**src/rtl/core/wnt_pkg.sv**
```systemverilog
// Shared types and constants for the word/number tokenizer.
package wnt_pkg;

    typedef enum logic [1:0] {
        MODE_IDLE    = 2'd0,
        MODE_IDENT   = 2'd1,
        MODE_NUMBER  = 2'd2,
        MODE_COMMENT = 2'd3
    } t_scan_mode;

    localparam logic [1:0] KIND_IDENT  = 2'd0;
    localparam logic [1:0] KIND_NUMBER = 2'd1;
    localparam logic [1:0] KIND_SYMBOL = 2'd2;
    localparam logic [1:0] KIND_END    = 2'd3;

    localparam logic CFG_SKIP_MODE  = 1'b0;
    localparam logic CFG_WORD_LIMIT = 1'b1;

    localparam logic       SKIP_MODE_RESET  = 1'b1;
    localparam logic [7:0] WORD_LIMIT_RESET = 8'd64;

    localparam logic [7:0] CH_UPPER_A = 8'h41;
    localparam logic [7:0] CH_UPPER_Z = 8'h5A;
    localparam logic [7:0] CH_LOWER_A = 8'h61;
    localparam logic [7:0] CH_LOWER_Z = 8'h7A;
    localparam logic [7:0] CH_UNDER   = 8'h5F;
    localparam logic [7:0] CH_ZERO    = 8'h30;
    localparam logic [7:0] CH_NINE    = 8'h39;
    localparam logic [7:0] CH_DOT     = 8'h2E;
    localparam logic [7:0] CH_SEMI    = 8'h3B;
    localparam logic [7:0] CH_SPACE   = 8'h20;
    localparam logic [7:0] CH_TAB     = 8'h09;
    localparam logic [7:0] CH_LF      = 8'h0A;
    localparam logic [7:0] CH_CR      = 8'h0D;

    typedef struct packed {
        logic [1:0] kind;
        logic [7:0] ch;
        logic       tend;
        logic       last;
    } t_result;

    // Results of one scan step: count (0..2) and the two slots in order.
    typedef struct packed {
        logic [1:0] n;
        t_result    res0;
        t_result    res1;
    } t_step;

    function automatic logic is_letter(input logic [7:0] c);
        return (c >= CH_UPPER_A && c <= CH_UPPER_Z) ||
               (c >= CH_LOWER_A && c <= CH_LOWER_Z) || (c == CH_UNDER);
    endfunction

    function automatic logic is_digit(input logic [7:0] c);
        return (c >= CH_ZERO) && (c <= CH_NINE);
    endfunction

endpackage

```
**src/rtl/core/wnt_scan.sv**
```systemverilog
// Scanner state and one-step token logic: turns a character into 0..2 results.
module wnt_scan (
    input  logic                i_clk,
    input  logic                i_rst_n,
    input  logic                i_en,
    input  logic [7:0]          i_char,
    input  logic                i_eoi,
    input  logic                i_skip_mode,
    input  logic [7:0]          i_word_limit,
    output wnt_pkg::t_step      o_step
);

    wnt_pkg::t_scan_mode r_mode, n_mode;
    logic [7:0]          r_held_char, n_held_char;
    logic                r_held_valid, n_held_valid;
    logic                r_held_num, n_held_num;
    logic [7:0]          r_token_length, n_token_length;
    logic                r_dot_seen, n_dot_seen;

    logic [7:0] limit;
    logic       cont;
    logic       flush;
    logic       is_alnum;
    logic       is_blank;
    logic       in_comment;
    logic [1:0] held_kind;

    assign limit     = (i_word_limit == 8'd0) ? 8'd1 : i_word_limit;
    assign is_alnum  = wnt_pkg::is_letter(i_char) || wnt_pkg::is_digit(i_char);
    assign is_blank  = (i_char == wnt_pkg::CH_SPACE) || (i_char == wnt_pkg::CH_TAB) ||
                       (i_char == wnt_pkg::CH_LF) || (i_char == wnt_pkg::CH_CR);
    assign held_kind = r_held_num ? wnt_pkg::KIND_NUMBER : wnt_pkg::KIND_IDENT;

    always_comb begin
        cont = 1'b0;
        if (r_held_valid && !i_eoi && (r_token_length < limit)) begin
            if (r_held_num) begin
                cont = wnt_pkg::is_digit(i_char) ||
                       ((i_char == wnt_pkg::CH_DOT) && !r_dot_seen);
            end else begin
                cont = is_alnum;
            end
        end
    end

    assign flush = r_held_valid && !cont;
    // A flush clears the held token first, so the current character is classified as from idle, not as comment text.
    assign in_comment = !flush && (r_mode == wnt_pkg::MODE_COMMENT);

    // Next state
    always_comb begin
        n_mode         = r_mode;
        n_held_char    = r_held_char;
        n_held_valid   = r_held_valid;
        n_held_num     = r_held_num;
        n_token_length = r_token_length;
        n_dot_seen     = r_dot_seen;
        if (i_en) begin
            if (cont) begin
                n_held_char    = i_char;
                n_token_length = r_token_length + 8'd1;
                if (i_char == wnt_pkg::CH_DOT) begin
                    n_dot_seen = 1'b1;
                end
            end else begin
                if (flush) begin
                    n_mode         = wnt_pkg::MODE_IDLE;
                    n_held_valid   = 1'b0;
                    n_held_num     = 1'b0;
                    n_token_length = 8'd0;
                    n_dot_seen     = 1'b0;
                end
                if (i_eoi) begin
                    n_mode         = wnt_pkg::MODE_IDLE;
                    n_held_valid   = 1'b0;
                    n_held_num     = 1'b0;
                    n_token_length = 8'd0;
                    n_dot_seen     = 1'b0;
                end else if (in_comment && i_skip_mode) begin
                    if (i_char == wnt_pkg::CH_LF) begin
                        n_mode = wnt_pkg::MODE_IDLE;
                    end
                end else begin
                    n_mode = wnt_pkg::MODE_IDLE;
                    if (i_skip_mode && is_blank) begin
                        n_mode = wnt_pkg::MODE_IDLE;
                    end else if (i_skip_mode && (i_char == wnt_pkg::CH_SEMI)) begin
                        n_mode = wnt_pkg::MODE_COMMENT;
                    end else if (is_alnum) begin
                        n_mode         = wnt_pkg::is_digit(i_char) ? wnt_pkg::MODE_NUMBER
                                                                   : wnt_pkg::MODE_IDENT;
                        n_held_char    = i_char;
                        n_held_valid   = 1'b1;
                        n_held_num     = wnt_pkg::is_digit(i_char);
                        n_token_length = 8'd1;
                        n_dot_seen     = 1'b0;
                    end
                end
            end
        end
    end

    // Outputs
    always_comb begin
        wnt_pkg::t_result sec;
        logic             sec_valid;
        sec       = '0;
        sec_valid = 1'b0;
        if (i_eoi) begin
            sec       = '{kind: wnt_pkg::KIND_END, ch: 8'd0, tend: 1'b1, last: 1'b1};
            sec_valid = 1'b1;
        end else if (!(in_comment && i_skip_mode) &&
                     !(i_skip_mode && is_blank) &&
                     !(i_skip_mode && (i_char == wnt_pkg::CH_SEMI)) && !is_alnum) begin
            sec       = '{kind: wnt_pkg::KIND_SYMBOL, ch: i_char, tend: 1'b1, last: 1'b1};
            sec_valid = 1'b1;
        end

        o_step = '0;
        if (cont) begin
            o_step.n    = 2'd1;
            o_step.res0 = '{kind: held_kind, ch: r_held_char, tend: 1'b0, last: 1'b1};
        end else if (flush) begin
            o_step.n    = sec_valid ? 2'd2 : 2'd1;
            o_step.res0 = '{kind: held_kind, ch: r_held_char, tend: 1'b1, last: !sec_valid};
            o_step.res1 = sec;
        end else begin
            o_step.n    = sec_valid ? 2'd1 : 2'd0;
            o_step.res0 = sec;
        end
    end

    always_ff @(posedge i_clk) begin
        if (!i_rst_n) begin
            r_mode         <= wnt_pkg::MODE_IDLE;
            r_held_valid   <= 1'b0;
            r_held_num     <= 1'b0;
            r_token_length <= 8'd0;
            r_dot_seen     <= 1'b0;
        end else begin
            r_mode         <= n_mode;
            r_held_valid   <= n_held_valid;
            r_held_num     <= n_held_num;
            r_token_length <= n_token_length;
            r_dot_seen     <= n_dot_seen;
        end
    end

    always_ff @(posedge i_clk) begin
        r_held_char <= n_held_char;
    end

`ifndef SYNTH
    a_held_matches_mode: assert property (@(posedge i_clk) disable iff (!i_rst_n)
        r_held_valid == ((r_mode == wnt_pkg::MODE_IDENT) || (r_mode == wnt_pkg::MODE_NUMBER)))
        else $error("held character flag disagrees with scan mode");
    a_dot_only_in_number: assert property (@(posedge i_clk) disable iff (!i_rst_n)
        r_dot_seen |-> (r_mode == wnt_pkg::MODE_NUMBER))
        else $error("dot flag set outside a number");
    a_eoi_emits: assert property (@(posedge i_clk) disable iff (!i_rst_n)
        (i_en && i_eoi) |=> (r_mode == wnt_pkg::MODE_IDLE) && !r_held_valid)
        else $error("end of input did not return scanner to idle");
`endif

endmodule

```
**src/rtl/core/wnt_outq.sv**
```systemverilog
// Result queue: takes up to two results per cycle, hands out one per cycle while the reader is ready.
module wnt_outq #(
    parameter int DEPTH = 4
) (
    input  logic              i_clk,
    input  logic              i_rst_n,
    input  wnt_pkg::t_step    i_step,
    output logic              o_room,
    output logic              o_valid,
    input  logic              i_ready,
    output wnt_pkg::t_result  o_result
);

    localparam int PW = (DEPTH > 1) ? $clog2(DEPTH) : 1;
    localparam int CW = $clog2(DEPTH + 1);
    localparam logic [PW-1:0] PTR_LAST = PW'(DEPTH - 1);

    wnt_pkg::t_result r_mem [DEPTH];
    logic [PW-1:0] r_wr_ptr, n_wr_ptr;
    logic [PW-1:0] r_rd_ptr, n_rd_ptr;
    logic [CW-1:0] r_count, n_count;
    logic [PW-1:0] wr_ptr1;
    logic          pop;

    function automatic logic [PW-1:0] ptr_inc(input logic [PW-1:0] p);
        return (p == PTR_LAST) ? '0 : p + PW'(1);
    endfunction

    assign wr_ptr1  = ptr_inc(r_wr_ptr);
    assign pop      = (r_count != '0) && i_ready;
    assign o_valid  = (r_count != '0);
    assign o_result = r_mem[r_rd_ptr];
    assign o_room   = (r_count <= CW'(DEPTH - 2));

    always_comb begin
        n_wr_ptr = r_wr_ptr;
        if (i_step.n == 2'd1) begin
            n_wr_ptr = wr_ptr1;
        end else if (i_step.n == 2'd2) begin
            n_wr_ptr = ptr_inc(wr_ptr1);
        end
        n_rd_ptr = pop ? ptr_inc(r_rd_ptr) : r_rd_ptr;
        n_count  = r_count + CW'(i_step.n) - CW'(pop);
    end

    always_ff @(posedge i_clk) begin
        if (!i_rst_n) begin
            r_wr_ptr <= '0;
            r_rd_ptr <= '0;
            r_count  <= '0;
        end else begin
            r_wr_ptr <= n_wr_ptr;
            r_rd_ptr <= n_rd_ptr;
            r_count  <= n_count;
        end
    end

    always_ff @(posedge i_clk) begin
        if (i_step.n != 2'd0) begin
            r_mem[r_wr_ptr] <= i_step.res0;
        end
        if (i_step.n == 2'd2) begin
            r_mem[wr_ptr1] <= i_step.res1;
        end
    end

`ifndef SYNTH
    a_count_bound: assert property (@(posedge i_clk) disable iff (!i_rst_n)
        r_count <= CW'(DEPTH))
        else $error("result queue overfilled");
    a_write_fits: assert property (@(posedge i_clk) disable iff (!i_rst_n)
        (i_step.n != 2'd0) |-> (32'(r_count) + 32'(i_step.n) - 32'(pop) <= DEPTH))
        else $error("result write exceeds free space");
    a_last_marks_run: assert property (@(posedge i_clk) disable iff (!i_rst_n)
        (i_step.n == 2'd2) |-> (!i_step.res0.last && i_step.res1.last))
        else $error("run end flag misplaced in a two-result write");
`endif

endmodule

```
**src/rtl/core/word_number_tokenizer.sv**
```systemverilog
// Top level of the word/number tokenizer: config, input register, scanner, result queue.
// Path: a request is captured in the input register, then scanned once the result queue
//   has room; its results are written to the queue, which offers them on o_valid in order.
// Flow: one request per cycle while the result queue has room for two results; otherwise
//   the request waits in the input register until the queue drains enough room.
// Reset (synchronous, active low) clears scanner state and queue and restores
//   skip_mode to 1 and word_limit to 64; held character data is not cleared.
module word_number_tokenizer #(
    parameter int QUEUE_DEPTH = 4
) (
    input  logic       i_clk,
    input  logic       i_rst_n,
    // request channel
    input  logic       i_valid,
    output logic       o_ready,
    input  logic [7:0] i_char_in,
    input  logic       i_end_of_input,
    // result channel
    output logic       o_valid,
    input  logic       i_ready,
    output logic [1:0] o_token_kind,
    output logic [7:0] o_char_out,
    output logic       o_token_end,
    output logic       o_last_of_run,
    // configuration writes
    input  logic       i_cfg_we,
    input  logic       i_cfg_index,
    input  logic [7:0] i_cfg_data
);

    logic       r_skip_mode;
    logic [7:0] r_word_limit;

    logic       r_in_valid;
    logic [7:0] r_in_char;
    logic       r_in_eoi;

    logic             consume;
    logic             q_room;
    wnt_pkg::t_step   step;
    wnt_pkg::t_step   step_gated;
    wnt_pkg::t_result q_result;

    // Configuration registers: write straight from the port, no handshake.
    always_ff @(posedge i_clk) begin
        if (!i_rst_n) begin
            r_skip_mode  <= wnt_pkg::SKIP_MODE_RESET;
            r_word_limit <= wnt_pkg::WORD_LIMIT_RESET;
        end else if (i_cfg_we) begin
            unique case (i_cfg_index)
                wnt_pkg::CFG_SKIP_MODE:  r_skip_mode  <= i_cfg_data[0];
                wnt_pkg::CFG_WORD_LIMIT: r_word_limit <= i_cfg_data;
                default:                 r_word_limit <= r_word_limit;
            endcase
        end
    end

    // Scan the held request only when the queue can absorb two results.
    assign consume = r_in_valid && q_room;
    assign o_ready = !r_in_valid || consume;

    always_ff @(posedge i_clk) begin
        if (!i_rst_n) begin
            r_in_valid <= 1'b0;
        end else if (o_ready) begin
            r_in_valid <= i_valid;
        end
    end

    // Capture request payload; hold it while the queue is short of room.
    always_ff @(posedge i_clk) begin
        if (o_ready && i_valid) begin
            r_in_char <= i_char_in;
            r_in_eoi  <= i_end_of_input;
        end
    end

    wnt_scan u_scan (
        .i_clk        (i_clk),
        .i_rst_n      (i_rst_n),
        .i_en         (consume),
        .i_char       (r_in_char),
        .i_eoi        (r_in_eoi),
        .i_skip_mode  (r_skip_mode),
        .i_word_limit (r_word_limit),
        .o_step       (step)
    );

    // Drop the scanner's results on cycles where nothing is scanned.
    always_comb begin
        step_gated = step;
        if (!consume) begin
            step_gated.n = 2'd0;
        end
    end

    wnt_outq #(
        .DEPTH (QUEUE_DEPTH)
    ) u_outq (
        .i_clk    (i_clk),
        .i_rst_n  (i_rst_n),
        .i_step   (step_gated),
        .o_room   (q_room),
        .o_valid  (o_valid),
        .i_ready  (i_ready),
        .o_result (q_result)
    );

    assign o_token_kind  = q_result.kind;
    assign o_char_out    = q_result.ch;
    assign o_token_end   = q_result.tend;
    assign o_last_of_run = q_result.last;

endmodule
```
**config.mk**
```make
export PLATFORM = sky130hd
export DESIGN_NAME = word_number_tokenizer
export DESIGN_NICKNAME = d
export VERILOG_FILES = /design/src/rtl/core/wnt_pkg.sv /design/src/rtl/core/wnt_scan.sv /design/src/rtl/core/wnt_outq.sv /design/src/rtl/core/word_number_tokenizer.sv
export SDC_FILE = /design/constraint.sdc
export NUM_CORES = 1
export LEC_CHECK = 0
export ABC_AREA = 1
export BUFFER_PORTS_ARGS = -buffer_cell sky130_fd_sc_hd__buf_2
export CAP_MARGIN = 25
export CORE_MARGIN = 8
export CORE_UTILIZATION = 50
export DETAILED_ROUTE_END_ITERATION = 16
export GPL_TIMING_DRIVEN = 0
export PLACE_DENSITY = 0.73
export SETUP_SLACK_MARGIN = 0.15
export SLEW_MARGIN = 10
export SYNTH_ARGS = -nofsm -noshare
export SYNTH_HDL_FRONTEND = slang
export SYNTH_HIERARCHICAL = 1
export SYNTH_SLANG_ARGS = --single-unit
export TNS_END_PERCENT = 20
```
**constraint.sdc**
```tcl
create_clock -name i_clk -period 4.5 [get_ports i_clk]
set_input_delay 0.9 -clock i_clk [delete_from_list [all_inputs] [get_ports i_clk]]
set_output_delay 0.9 -clock i_clk [all_outputs]
set_load 0.005 [all_outputs]
```
======== Word-level counts from Yosys, hierarchy flattened ========
Memory sizes are Yosys's and may differ from the RTL's. A register that Yosys moved wholly into a read port is not among the register bits.
Cells that the tools add are included.
word-level totals
  word-level logic and storage cells ...... 163
  output and inout bits ................... 14
  register bits after elaboration ......... 47
  memories ................................ 1
  bits of input ports ..................... 23
  memory bits (writable) .................. 48
cells by class
  add/sub/neg operators ................... 6
  equal/unequal tests ..................... 19
  order comparisons ....................... 8
  bitwise logic cells ..................... 2
  reductions and logical operators ........ 46
  mux-type cells .......................... 67
memory list
  name          depth  bits a word  read ports  clocked after memory_dff  wr ports  RTL line        RTL
  u_outq.r_mem  4      12           1           1                         2         wnt_outq.sv:18  wnt_pkg::t_result r_mem [DEPTH];
operators with widths
  kind                   count
  $mux W8                14
  $mux W12               4
  $mux W2                17
  $mux W1                30
  $mux W14               2
  $eq A8 B4 Y1 const B   3
  $eq A8 B6 Y1 const B   3
  $logic_and A1 B1 Y1    17
  $ge A8 B7 Y1 const B   2
  $le A8 B7 Y1 const B   2
  $eq A2 B2 Y1 const B   5
  $logic_not A1 Y1       10
  $add A8 B1 Y8 const B  1
  $eq A8 B7 Y1 const B   1
  $ge A8 B6 Y1 const B   1
  $le A8 B6 Y1 const B   1
  $logic_not A8 Y1       1
  $logic_or A1 B1 Y1     8
  $lt A8 B8 Y1           1
  $ne A2 B1 Y1 const B   4
  $reduce_and A2 Y1      4
  $add A2 B1 Y2 const B  3
  $reduce_and A6 Y1      1
  $reduce_bool A2 Y1     3
  other kinds (9)        10

======== Depth between registers and ports, before layout ========
Gate-level depths: netlist of the first run.
  word-level depth ........................ 25
  gate-level depth with buffers ........... 27
  depth with buffers taken out ............ 27

======== Hierarchy ========
Netlist of the first run, hierarchy kept.
by module, submodules not included
  module                 area each (µm²)  times used  sequential area each (µm²)  cells an instance
  wnt_outq               3,051.7          1           1,621.6                     320
  wnt_scan               1,788.0          1           500.5                       288
  word_number_tokenizer  710.7            1           470.5                       76

======== Worst setup path before layout of the first run ========
No wires, ideal clock.
  path kind ............................... reg-to-reg
  start ................................... register r_word_limit[6]
  end ..................................... memory u_outq/r_mem[2][0] (netlist name), enable pin
  path slack .............................. 787 ps
  required time ........................... 4,102 ps
  data arrival time ....................... 3,315 ps
  cell stages (with the launch flop) ...... 22
  clock period less this slack ............ 3,713 ps
  cell sequence ........................... dfxtp_1 -> inv_1 -> ha_1 -> nand2_1 -> inv_1 -> nand2_1 -> nand4_1 -> a21oi_1 -> nand2_1 -> inv_2 -> nand2_4 -> nand2_4 -> nand2_4 -> nand3_1 -> nand2_1 -> ha_1 -> or2_2 -> inv_1 -> nor2_1 -> inv_1 -> ha_1 -> o21ai_0
RTL lines
  element                 RTL line                     RTL
  start, declared         word_number_tokenizer.sv:32  logic [7:0] r_word_limit;
  start signal, assigned  word_number_tokenizer.sv:48  r_word_limit <= wnt_pkg::WORD_LIMIT_RESET;
  start signal, assigned  word_number_tokenizer.sv:52  wnt_pkg::CFG_WORD_LIMIT: r_word_limit <= i_cfg_data;
  start signal, assigned  word_number_tokenizer.sv:53  default: r_word_limit <= r_word_limit;
  end, declared           wnt_outq.sv:18

==> summary.txt, run 1 <==
Synth Instances: 684
Total gr overflow: 0
Post-CTS setup buffer count: 0
Leading cell type in the layout, fill and taps excluded: nand2_1
Synth Area in Simple Gates: 21.62%
Root Buffer: clkbuf_8
Synth area leader: edfxtp_1
Mean post-synth cell area: 8.115 um2
Critical path peak fanout: 10
Post-synth top flop: edfxtp_1
CP max-delay cell: edfxtp_1
Synth warn: 6
Final setup viols: 0
Largest net degree at the start of global routing: 18
P&R area growth vs syn: 10.82%
CTS tree: done
Met1 wire length: 5.313 mm
Fill count: 964
Peak Freq: 249.9 MHz
DR WL/cell: 13.42 um
Max-slew headroom: 65.04%
Largest family of logic cells by synthesized area: simple AND/OR/NAND/NOR gates
FP Rows: 38
Multiplexer share of the synthesized area: 0%
Iteration-0 DRC Markers: 325
Final Cycle Share: 88.94%
Final Power: 2.441 mW
Highest Signal Layer: met4
Adder-cell share of the synthesized area: 5.546%
Post-Synth XOR/XNOR Area: 0.6312%
Maximum vdd drop: 0.0002294 V
Post-Syn Area: 5550 um2
# IOs: 37
RSZ-0062 raised after global routing: yes
Endpoints failing hold: 0
Reg clk slew, reported paths: 90 ps
Most frequent cells in the layout: 143 x nand2_1, 95 x inv_1, 92 x nor2_1, 65 x edfxtp_1, 44 x o21ai_0
Die W: 121.4 um
Complex-gate fraction of the synthesized area: 15.28%
All-Layer GR Usage: 16.69%
Post-route setup slack: 497.9 ps
DRC viols: 0
Antenna fix cells: 0
Max Cap Viol: 0
Starting Density: 51.20%
Share of cells above drive strength 1: 15.77%
Fin Hold WS: 497.4 ps
Sequential-to-total area share from yosys stat: 46.71%
Final net count: 784
Max Slew Vio Count: 0
DP Area: 5941 um2
Worst-margin pin slew: 521.3 ps
Kind of critical path: reg2reg
Die ar.: 14,730 um2
CTS H-Tree Depth: 3
Worst skew pair latency: 360 ps
Total iterations of the first detailed-routing run: 6
Antenna violations before repair: 0
Vias per inst: 5.110
Yosys top cell area share: 35.17%
PD cells: 396.9 nW/um2
Layout Skew: 8.305 ps
Final core occ: 56.74%
Vias: 4,507
Critical path startpoint category: flop
Design area: 6151 um2
Async set-reset flop share out of synthesis: 0%
Number of distinct library cells after synthesis: 37
Number of synthesized flops with an enable pin: 65
Routability cong.: 0.9493
Die height: 121.4 um
Leak: 2.622 nW
CP cell instances: nor2_2, nand2_1, nor2_1, nand3_1, a21oi_1, nand2_1, inv_2, nand2_4, nand2_4, nand2_4, nand3_1, nand2_1, ha_1, or2_2, inv_1, nor2_1, inv_1, ha_1, nand2_2, buf_6, o21ai_1, buf_4
Vias in the first global route: 4,394
CP required: 4570 ps
PortBufs: 36
Clock period minus worst slack: 4002 ps
Synth area leaders: edfxtp_1 35%, dfxtp_1 12%, nand2_1 9.7%
Worst Path Arrival: 4080 ps
Worst-case clock buffer depth: 2
Seq cells post-synth: 97
Place WS: 496.4 ps
Dpl hpwl: 9.173 mm
Overall routed net length: 11.83 mm
CP endpoint kind: flop
Met3 routed wirelength: 599 um
Routed wl met2: 5.774 mm
Status: completed
CTS buffer count: 9
Type of the most critical hold path: reg2reg
Total core area: 10,840 um2
Syn Nets: 731
First-pass GRT wire length: 20.22 mm
Detail Route Antenna Nets: 0
CP peak stage delay: 450 ps
CTS Sinks: 97
==> worst paths after layout <==
kind	from	endpoint	slack, ps	cells after the start
worst max-delay path	r_in_char[7]	u_outq/r_mem[0][9]	500	22
worst min register to register	u_scan/r_mode[0]	u_scan/r_mode[0]	500	2
worst max register to register	r_in_char[7]	u_outq/r_mem[0][9]	500	22
worst min-delay path	u_scan/r_mode[0]	u_scan/r_mode[0]	500	2
==> logic make-up after synthesis <==
group | count (synthesis)
buffers and inverters | 125
AOI/OAI and AO/OA | 146
adders and majority gates | 24
DFF | 97
xor gates and xnor gates | 4
and+or+nand+nor | 288
==> per-layer routing <==
| metal | vias up | GRT usage (%) |
|---|---|---|
| li1 | 2348 | - |
| met1 | 2021 | 20.59 |
| met2 | 128 | 28.03 |
| met3 | 10 | 3.537 |
| met4 | 0 | 6.322 |
| met5 | - | 0 |
==> area by class of cell <==
type	instances	area [um2]	area share [%]
well taps	140	175.2	2.848
inverters	99	371.6	6.041
clock inverters	7	75.07	1.221
multi-input cells	462	2395	38.93
repair buffers	42	222.7	3.621
plain buffers	26	195.2	3.173
flip-flops and latches	97	2592	42.15
clock buffers	9	123.9	2.014
==> what timing repair did <==
action                     4_1_cts  5_1_grt
hold buffers                     0        0
resized for setup                0        1
setup endpoints to repair        0       18
==> state kept, by name (all words and copies together), names as in the netlist, named ones only <==
register               count
r_skip_mode                1
u_scan/r_held_valid        1
u_scan/r_token_length      8
u_outq/r_count             3
u_scan/r_held_num          1
r_in_eoi                   1
u_scan/r_held_char         8
u_outq/r_rd_ptr            2
u_outq/r_mem              48
r_in_char                  8
u_outq/r_wr_ptr            2
r_word_limit               8
r_in_valid                 1
u_scan/r_dot_seen          1
u_scan/r_mode              2
==> metrics by stage <==
| step | cells | TNS (ps) |
|---|---|---|
| after global routing | 882 | 0 |
| final | 882 | 0 |
| after detailed placement | 865 | 0 |
| after floorplan | 684 | 0 |
| after CTS | 881 | 0 |
| after global placement | 860 | -381.9 |
==> cells in the mapped netlist, types with 2 or more instances <==
| cell | count |
|---|---|
| nand2_4 | 3 |
| o22ai_1 | 12 |
| nand4_1 | 9 |
| nand3_1 | 23 |
| nand2_2 | 9 |
| o21ai_0 | 48 |
| nor2_2 | 2 |
| clkbuf_1 | 8 |
| a21oi_1 | 18 |
| dfxtp_1 | 32 |
| buf_6 | 11 |
| a31oi_1 | 2 |
| buf_4 | 3 |
| o21ai_2 | 20 |
| nor3_1 | 4 |
| inv_1 | 95 |
| xor2_1 | 3 |
| ha_1 | 23 |
| o211ai_1 | 2 |
| inv_2 | 4 |
| nor2_1 | 92 |
| nand2_1 | 143 |
| a21oi_2 | 2 |
| buf_2 | 3 |
| edfxtp_1 | 65 |
| o21ai_1 | 37 |
==> critical path: cells and delay by family, from the launching register on <==
kind / cells / cell delay [ps]
buffers and inverters: 5 / 680
flip-flops: 1 / 450
AND/OR/NAND/NOR: 13 / 1660
AO/OA/AOI/OAI: 2 / 380
adder cells (fa/ha/maj): 2 / 550
==> power breakdown <==
| part | switching, mW | internal, mW | leakage, nW |
|---|---|---|---|
| Combinational | 0.449 | 0.291 | 1.67 |
| Sequential | 0.0725 | 1.06 | 0.858 |
| Clock | 0.310 | 0.261 | 0.0943 |
Power figures use the tool's default switching activity.
==> inputs of run 2 (changes only) <==
- BUFFER_PORTS_ARGS: -buffer_cell sky130_fd_sc_hd__buf_2 -> -buffer_cell sky130_fd_sc_hd__buf_4
- CTS_BUF_LIST: not set -> sky130_fd_sc_hd__clkbuf_8
==> run 2 against run 1 <==
Die area unchanged. Utilization increased by 0.90 points. Clock power increased by 3.7%. Largest cell class unchanged. Largest power group unchanged.
==> summary.txt, run 2 (synthesis results as in run 1) <==
Status: completed
Post-route setup slack: 469.0 ps (-28.94 ps)
Place WS: 476.5 ps (-19.86 ps)
Overall routed net length: 11.97 mm (+1.1%)
Worst Path Arrival: 4120 ps (+40 ps)
Type of the most critical hold path: reg2reg
CTS tree: done
CP Launch Point: r_in_char[4]
Area of the multi-input gates: 2395 um2 (unchanged)
Routability cong.: 0.8935 (-5.9%)
Detail Route Antenna Nets: 0 (unchanged)
Critical path startpoint category: flop
Post-CTS setup buffer count: 0 (unchanged)
P_int: 1.657 mW (+2.9%)
CTS H-Tree Depth: 3 (unchanged)
Starting Density: 51.20% (unchanged)
CTS buffer count: 9 (unchanged)
Post-Place Cells: 865 (unchanged)
Most flop-heavy register: u_outq/r_mem
Critical path peak fanout: 10 (unchanged)
DRC viols: 0 (unchanged)
M2 GR Usage: 29.20% (+1.2 points)
CP endpoint kind: flop
Endpoints failing hold: 0 (unchanged)
Vias per inst: 5.194 (+1.6%)
Layout Skew: 10.97 ps (+2.662 ps)
Leak: 2.665 nW (+1.7%)
Max Cap Viol: 0 (unchanged)
Antenna violations before repair: 0 (unchanged)
R2R cell count: 22 (unchanged)
Final net count: 784 (unchanged)
Met3 Use GR: 3.583% (+0.047 points)
Max-slew headroom: 60.43% (-4.6 points)
Largest net degree at the start of global routing: 19 (+1)
Sequential fraction of design power: 45.1% (-1.2 points)
FF-to-FF setup slack: 470 ps (-30 ps)
Die W: 121.4 um (unchanged)
Vias: 4,581 (+1.6%)
Dpl hpwl: 9.252 mm (+0.86%)
P&R area growth vs syn: 12.58%
WHS Endpoint: u_scan/r_mode[0]
CTS Sinks: 97 (unchanged)
Total core area: 10,840 um2 (unchanged)
RSZ-0062 raised after global routing: yes
Logic pwr share: 31.3% (+1.0 points)
Most frequent cells in the layout: 143 x nand2_1, 95 x inv_1, 92 x nor2_1, 65 x edfxtp_1
Maximum vdd drop: 0.0002271 V (-1.0%)
All-Layer GR Usage: 16.75% (+0.051 points)
Worst-margin pin slew: 593.5 ps (+72.21 ps)
Worst skew pair latency: 380 ps (+20 ps)
First-pass GRT wire length: 20.27 mm (+0.27%)
Share of cells above drive strength 1: 15.90% (+0.13 points)
PortBufs: 36 (unchanged)
Net Sw Power: 0.8517 mW (+2.4%)
Final setup viols: 0 (unchanged)
Kind of critical path: reg2reg
Worst-case clock buffer depth: 2 (unchanged)
Total gr overflow: 0 (unchanged)
Iteration-0 DRC Markers: 323 (-0.62%)
Design area: 6248 um2 (+1.6%)
CP required: 4590 ps (+20 ps)
Hold Path Stages: 2 (unchanged)
Root Buffer: clkbuf_8
PD cells: 401.5 nW/um2 (+1.2%)
Reg clk slew, reported paths: 90 ps (about the same)
Final core occ: 57.64% (+0.90 points)
Clock power share: 23.6% (+0.2 points)
DP Area: 6031 um2 (+1.5%)
Max reg flops: 48 (unchanged)
Finished Layout Cells: 882 (unchanged)
FP Rows: 38 (unchanged)
Die ar.: 14,730 um2 (unchanged)
Met1 Use GR: 19.78% (-0.81 points)
Vias in the first global route: 4,395 (+0.023%)
Reg-to-Reg End: u_outq/r_mem[0][4]
Peak Freq: 248.1 MHz (-0.72%)
Most used routing layer: met2
Total iterations of the first detailed-routing run: 4 (-2)
# IOs: 37 (unchanged)
Fill count: 963 (-0.10%)
Register area: 2592 um2 (unchanged)
Clock period minus worst slack: 4031 ps (+28.94 ps)
Final Cycle Share: 89.58% (+0.64 points)
Antenna fix cells: 0 (unchanged)
Leading cell type in the layout, fill and taps excluded: nand2_1
Hold Startpoint: u_scan/r_mode[0]
Die height: 121.4 um (unchanged)
Max Slew Vio Count: 0 (unchanged)
Reg2Reg Launch Point: r_in_char[4]
Switching Fraction: 33.95% (-0.11 points)
DR WL/cell: 13.57 um (+1.1%)
run 2: cell types whose count changed in the layout (fill, tap and decap cells not counted), sizes merged:
cell,previous run,this run
clkinv,1,2
clkinvlp,2,0
inv,102,103
run 2: layout make-up:
| type | instances | share of cell area (%) |
|---|---|---|
| multi-input cells | 462 | 38.33 |
| repair buffers | 42 | 5.006 |
| clock buffers | 9 | 1.982 |
| inverters | 99 | 5.947 |
| flip-flops and latches | 97 | 41.49 |
| plain buffers | 26 | 3.124 |
| well taps | 140 | 2.803 |
| clock inverters | 7 | 1.322 |
run 2: what timing repair did:
action / in CTS / in global routing
resized for setup: 0 / 1
endpoints found under the setup margin: 0 / 18
hold buffers: 0 / 0
run 2: worst max path at each step:
| stage | to | slack (ps) | depth (start not counted) |
|---|---|---|---|
| global placement | u_outq/r_mem[3][4] | -60 | 19 |
| detailed placement | u_outq/r_mem[3][8] | 480 | 22 |
| finish | u_outq/r_mem[0][4] | 470 | 22 |
| CTS | u_outq/r_mem[3][8] | 450 | 22 |
| global route | u_outq/r_mem[0][6] | 140 | 22 |
| floorplan | u_outq/r_mem[2][0] | 790 | 21 |
run 2: metrics by stage:
step | hold slack (ps) | setup TNS, ps | power (mW)
after global placement | 468.9 | -1452 | 1.901
after global routing | 529.7 | 0 | 2.676
after CTS | 498.2 | 0 | 2.531
final | 493.4 | 0 | 2.509
after detailed placement | 486.0 | 0 | 1.938
after floorplan | 449.2 | 0 | 1.651
run 2: critical path, stage by stage, from the launching register on:
cell      delay, ps
edfxtp_1        480
inv_1           170
nand2_1          80
nor2_1          200
nand3_1         100
a21oi_1         150
nand2_1          80
inv_2            70
nand2_4          90
nand2_4         110
nand2_4          80
nand3_1         110
nand2_1         110
ha_1            280
or2_2           290
inv_1            50
nor2_1           60
inv_1            80
ha_1            270
nand2_2         170
buf_6           200
o21ai_1         230
buf_4           270
run 2: power by group through the flow:
stage	sequential [mW]	combinational, mW	clock [mW]
2_1_floorplan	1.13	0.522	0
3_3_place_gp	1.15	0.751	0
3_5_place_dp	1.15	0.785	0
4_1_cts	1.13	0.789	0.609
5_1_grt	1.14	0.893	0.638
6_report	1.13	0.785	0.592
run 2: routing by layer:
metal | up-vias | part of all wire, %
met4 | 0 | 1.3
met2 | 136 | 49
met1 | 2081 | 45
met3 | 16 | 5.0
li1 | 2348 | -
met5 | - | 0
